$ cat config.mk
export PLATFORM = sky130hd
export DESIGN_NAME = folc_ctrl
export DESIGN_NICKNAME = d
export VERILOG_FILES = /design/src/design/folc_pkg.sv /design/src/design/folc_ctrl.sv
export SDC_FILE = /design/constraint.sdc
export NUM_CORES = 1
export LEC_CHECK = 0
export BUFFER_PORTS_ARGS = -buffer_cell sky130_fd_sc_hd__buf_2
export CAP_MARGIN = 30
export CORE_AREA = 2 2 39 41
export CTS_CLUSTER_SIZE = 12
export DETAILED_ROUTE_END_ITERATION = 16
export DIE_AREA = 0 0 41 43
export SYNTH_ARGS = -nofsm -noshare
export SYNTH_HDL_FRONTEND = slang
export SYNTH_SLANG_ARGS = --single-unit
$ cat constraint.sdc
create_clock -name clk -period 1.49 [get_ports clk]
set_input_delay 0.298 -clock clk [delete_from_list [all_inputs] [get_ports clk]]
set_output_delay 0.298 -clock clk [all_outputs]
set_load 0.02 [all_outputs]
$ cat src/design/folc_pkg.sv
// Package: shared constants, types and codes of the flow owner LRU cache.
package folc_pkg;

  localparam int CAPACITY_DEF  = 64;
  localparam int ADDR_W        = 64;
  localparam int PORT_W        = 16;
  localparam int PROTO_W       = 8;
  localparam int ID_W          = 32;
  localparam int KEY_W         = 4 * ADDR_W + 2 * PORT_W + PROTO_W + 1;
  localparam int MAX_ENTRIES_W = 7;
  localparam int COUNT_W_DEF   = 7;
  localparam int CFG_DATA_W    = 32;
  localparam int PADDR_W       = 3;

  localparam logic [MAX_ENTRIES_W-1:0] MAX_ENTRIES_RST = 7'd64;
  localparam logic signed [ID_W-1:0]   NOT_FOUND_ID    = -32'sd2;

  // action codes
  localparam logic ACT_LOOKUP = 1'b0;
  localparam logic ACT_ADD    = 1'b1;

  // register index (paddr word select)
  localparam logic REG_MAX_ENTRIES = 1'b0;

  typedef enum logic [2:0] {
    ST_CLEAR,
    ST_IDLE,
    ST_SCAN,
    ST_SCAN_END,
    ST_DECIDE,
    ST_SWEEP,
    ST_FINISH
  } folc_state_t;

  typedef enum logic [2:0] {
    OP_NONE,
    OP_CLEAR,
    OP_LOAD,
    OP_SCAN,
    OP_DECIDE,
    OP_SWEEP,
    OP_FINISH
  } folc_op_t;

  typedef struct packed {
    folc_op_t op;
  } folc_cmd_t;

  typedef struct packed {
    logic idx_last;
    logic need_sweep;
    logic out_free;
  } folc_stat_t;

endpackage

$ cat src/design/folc_ctrl.sv
// Controller: sequences clear, scan, decide, sweep and result hand-off.
module folc_ctrl (
  input  logic                 clk,
  input  logic                 rst,
  input  logic                 req_valid,
  input  folc_pkg::folc_stat_t stat,
  output logic                 req_ready,
  output folc_pkg::folc_cmd_t  cmd
);

  folc_pkg::folc_state_t state, state_next;

  always_ff @(posedge clk) begin
    if (rst) begin
      state <= folc_pkg::ST_CLEAR;
    end else begin
      state <= state_next;
    end
  end

  always_comb begin
    state_next = state;
    cmd.op     = folc_pkg::OP_NONE;
    req_ready  = 1'b0;
    case (state)
      folc_pkg::ST_CLEAR: begin
        cmd.op = folc_pkg::OP_CLEAR;
        if (stat.idx_last) state_next = folc_pkg::ST_IDLE;
      end
      folc_pkg::ST_IDLE: begin
        req_ready = 1'b1;
        if (req_valid) begin
          cmd.op     = folc_pkg::OP_LOAD;
          state_next = folc_pkg::ST_SCAN;
        end
      end
      folc_pkg::ST_SCAN: begin
        cmd.op = folc_pkg::OP_SCAN;
        if (stat.idx_last) state_next = folc_pkg::ST_SCAN_END;
      end
      folc_pkg::ST_SCAN_END: begin
        state_next = folc_pkg::ST_DECIDE;
      end
      folc_pkg::ST_DECIDE: begin
        cmd.op     = folc_pkg::OP_DECIDE;
        state_next = stat.need_sweep ? folc_pkg::ST_SWEEP : folc_pkg::ST_FINISH;
      end
      folc_pkg::ST_SWEEP: begin
        cmd.op = folc_pkg::OP_SWEEP;
        if (stat.idx_last) state_next = folc_pkg::ST_FINISH;
      end
      folc_pkg::ST_FINISH: begin
        if (stat.out_free) begin
          cmd.op     = folc_pkg::OP_FINISH;
          state_next = folc_pkg::ST_IDLE;
        end
      end
      default: begin
        state_next = folc_pkg::ST_CLEAR;
      end
    endcase
  end

endmodule

# Yosys cells after proc, flatten, opt, wreduce, memory -nomap -nowiden
# Cells that the tools add are included.
# classes
div_mod_pow	0
shifts	0
mux	11
multipliers	0
bitwise	0
addsub	0
reduce_logical	2
n_lt_le_gt_ge	0
n_eq_ne	11
# op_table
op	count
case mux 3 bit (7 select lines)	1
2-to-1 mux 3 bit	6
case mux 3 bit (6 select lines)	1
inequality test 2 bit, second input constant	5
equality test 3 bit, second input constant	3
equality test 3 x 2 -> 1 bit, second input constant	2
AND reduction 5 bit	1
2-to-1 mux 2 bit	2
equality test 3 x 1 -> 1 bit, second input constant	1
zero test 3 bit	1
2-to-1 mux 1 bit	1
# word_totals
romBits	0
output_inout_bits	4
mem_bits_rw	0
inputBits	6
latchBits	0
reg_bits	3
mem_count	0
elab_cells	25

# Longest topological paths before layout
# depth
word_depth	3
depth_mapped	3
depth_no_buf	3

# Worst setup path after synthesis
# OpenSTA, ideal clock, no wires.
# synth_path
kind	flip-flop to output port
startpoint	reg state[0]
endpoint	out cmd[1] (netlist name)
t_arrival_ps	1131
path_buffers	0
path_stages_with_launch	3
required_ps	1192
setup_slack_ps	61
path_cell_list	dfxtp_1 -> nand2b_1 -> o32ai_1
# synth_lines
item	line	rtl
start, declared	folc_ctrl.sv:11	folc_pkg::folc_state_t state, state_next;
start signal, assigned	folc_ctrl.sv:15	state <= folc_pkg::ST_CLEAR;
start signal, assigned	folc_ctrl.sv:17	state <= state_next;
end, declared	folc_ctrl.sv:8	output folc_pkg::folc_cmd_t cmd

==> reports/metrics.cfg <==
[status]
status = finished, final reports clean

[clock_tree]
cts_max_level = 1
clk_latency_ps = 230
cts.sinks = 3
path_clk_slew_ps = 40
cts_tree = done
cts_root_buf = clkbuf_4
cts_buffer_depth = 2
hold_buffers = 0
cts_buffers = 3

[synthesis]
syn_area_per_cell_um2 = 7.90
yosys.area.top_type = dfxtp_1
async_flop_share = 0
synth_edf_count = 0
ys_top_cells_by_count = nor2_1, dfxtp_1
netlist.area_leader.share = 0.262
ys_seq_area_frac = 0.262
synth.most_common_cell = nor2_1
synth_nets = 35
synth_area_leaders = dfxtp_1, mux2i_1, a2111oi_2
synthCells = 29
syn_area_um2 = 229
synth_seq_cells = 3
synth.distinct_cells = 18
yosysWarnings = 0
synth-main-ff-cell = dfxtp_1

[pwr]
power_frac_comb = 0.278
pwr-share-clk = 0.427
vdd_drop_max_uv = 228
finalPower_uw = 334
p_leak_nw = 0.159
switching_power_uw = 99.8
power_frac_seq = 0.295
p_int_uw = 234
p_per_area_mw_per_mm2 = 910
switching_share = 0.299

[placement]
routabilityCongestion = 0.617
portBuffers = 9
place_hpwl_um = 406

[flow_run]
drv_cap = 0

[route]
first_pass_iters = 4
first_iter_violations = 6
wl_um = 584
drcViolationCount = 0
wl_per_cell_um = 9.73
vias_per_cell = 4.45
vias = 267
ant_nets = 0

[cells_and_area]
diodes = 0
top_regs = state x3
top_register = state
area_delta_synth_final_pct = 60.1
drive_gt1_frac = 0.477
largest_reg_flops = 3
nets = 51

[grt]
grt-ovfl-total = 0
grt_max_degree = 14
grt_pass1_wl_um = 807
grt_usage = 0.0721
grt_pass1_vias = 215
antenna_found_initial = 0

[worst_setup_path]
crit_required_ps = 1190
r2r_end = state[1]
cp_cell_sequence = buf_4 -> nand3b_1 -> o21ai_0 -> buf_2
start_kind = register
worst_path_max_delay_cell = dfxtp_4
cp.arrival_ps = 1110
cp-end-kind = primary output
reg2reg_slack_ps = 380
crit_path_max_incr_delay_ps = 350
r2r.worst_path.cells = 3
cp_max_fo = 5
timing_worst_setup_path_type = register to primary output
r2r-start = state[2]

[timing]
clock.fmax_ghz = 0.711
rsz0062_at_grt = false
relSlewSlack = 0.836
clock_skew_ps = 2.93
finalMaxSlewViolations = 0
setup_violations = 0
fin_setup_tns_ps = 0
finalCritPeriodShare = 0.943
finalHoldViolations = 0
fin_crit_ps = 1410
tightest_slew_ps = 243

[floorplanning]
core_mm2 = 0.00138
num_rows = 14
die_w_um = 41
dieArea_mm2 = 0.00176
die_h_um = 43
initial_core_util = 0.165
num_io_pins = 10

[hold_path]
hold-path-endpoint = state[2]
min_from = rst
worst_hold_path.num_cells = 2
hold_path_class = input port to register

-- area by class of cell --
class	count	area, um^2
clock buffer	4	26.3
fill	156	1020
inverter	2	7.51
multi-input combinational	23	171
sequential	3	71.3
tap	16	20.0
timing repair buffer	12	70.1
-- kinds of logic after synthesis --
| family | count (synthesis) | share of synthesized area |
|---|---|---|
| buf+inv | 3 | 0.0546 |
| flops | 3 | 0.262 |
| compound gates | 9 | 0.295 |
| simple gates | 12 | 0.301 |
| mux | 2 | 0.0874 |
-- power groups by stage --
stage / Combinational, mW / Clock [mW] / Sequential (mW)
after global routing: 0.101 / 0.153 / 0.0992
after detailed placement: 0.0703 / 0 / 0.101
after global placement: 0.0698 / 0 / 0.100
after floorplan: 0.0483 / 0 / 0.0968
final: 0.0927 / 0.142 / 0.0986
after CTS: 0.0736 / 0.151 / 0.102
-- stage by stage --
step                setup slack (ps)  cells  cell area [um^2]   util  hold slack (ps)
floorplan                       60.5     29               229      -              367
global placement                 198     53               289  0.209              533
detailed placement               157     53               289  0.209              539
CTS                             3.11     57               329  0.238              282
global route                    15.6     60               367  0.265              304
finish                          84.2     60               367  0.265              287
-- critical path: cells and delay by family, from the launching register on --
family                 cells  cell delay (ps)
AND/OR/NAND/NOR            1              140
flip-flops                 1              350
buffers and inverters      2              320
AO/OA/AOI/OAI              1               70
-- per-layer routing --
metal  vias to the layer above  part of all wire  GRT usage
li1                        135                 -          -
met1                       120              0.43     0.0764
met2                        12              0.46     0.0969
met3                         0              0.10     0.0419
met4                         0                 0     0.0600
met5                         -                 0          0
-- what timing repair did --
item,CTS,global route
endpoints found under the setup margin,2,1
hold endpoints to repair,0,0
pin swaps,0,1
resized for setup,5,4
buffers inserted,0,3
-- placed cells by master (no fill, tap or decap), types with 2 or more instances in the layout --
master,instances
buf_4,4
a21oi_1,2
nand3b_1,2
inv_1,2
buf_2,8
dfxtp_4,3
clkbuf_4,3
o21ai_0,2
nor2_1,4
mux2i_1,2
-- worst max path at each step --
stage,start,end,depth (start not counted)
2_1_floorplan,state[0],cmd[1],2
3_3_place_gp,state[0],cmd[1],3
3_5_place_dp,state[0],cmd[1],3
4_1_cts,state[1],cmd[1],3
5_1_grt,state[1],cmd[0],4
6_report,state[1],cmd[0],4
No activity file was read; power rests on OpenSTA's default activity.
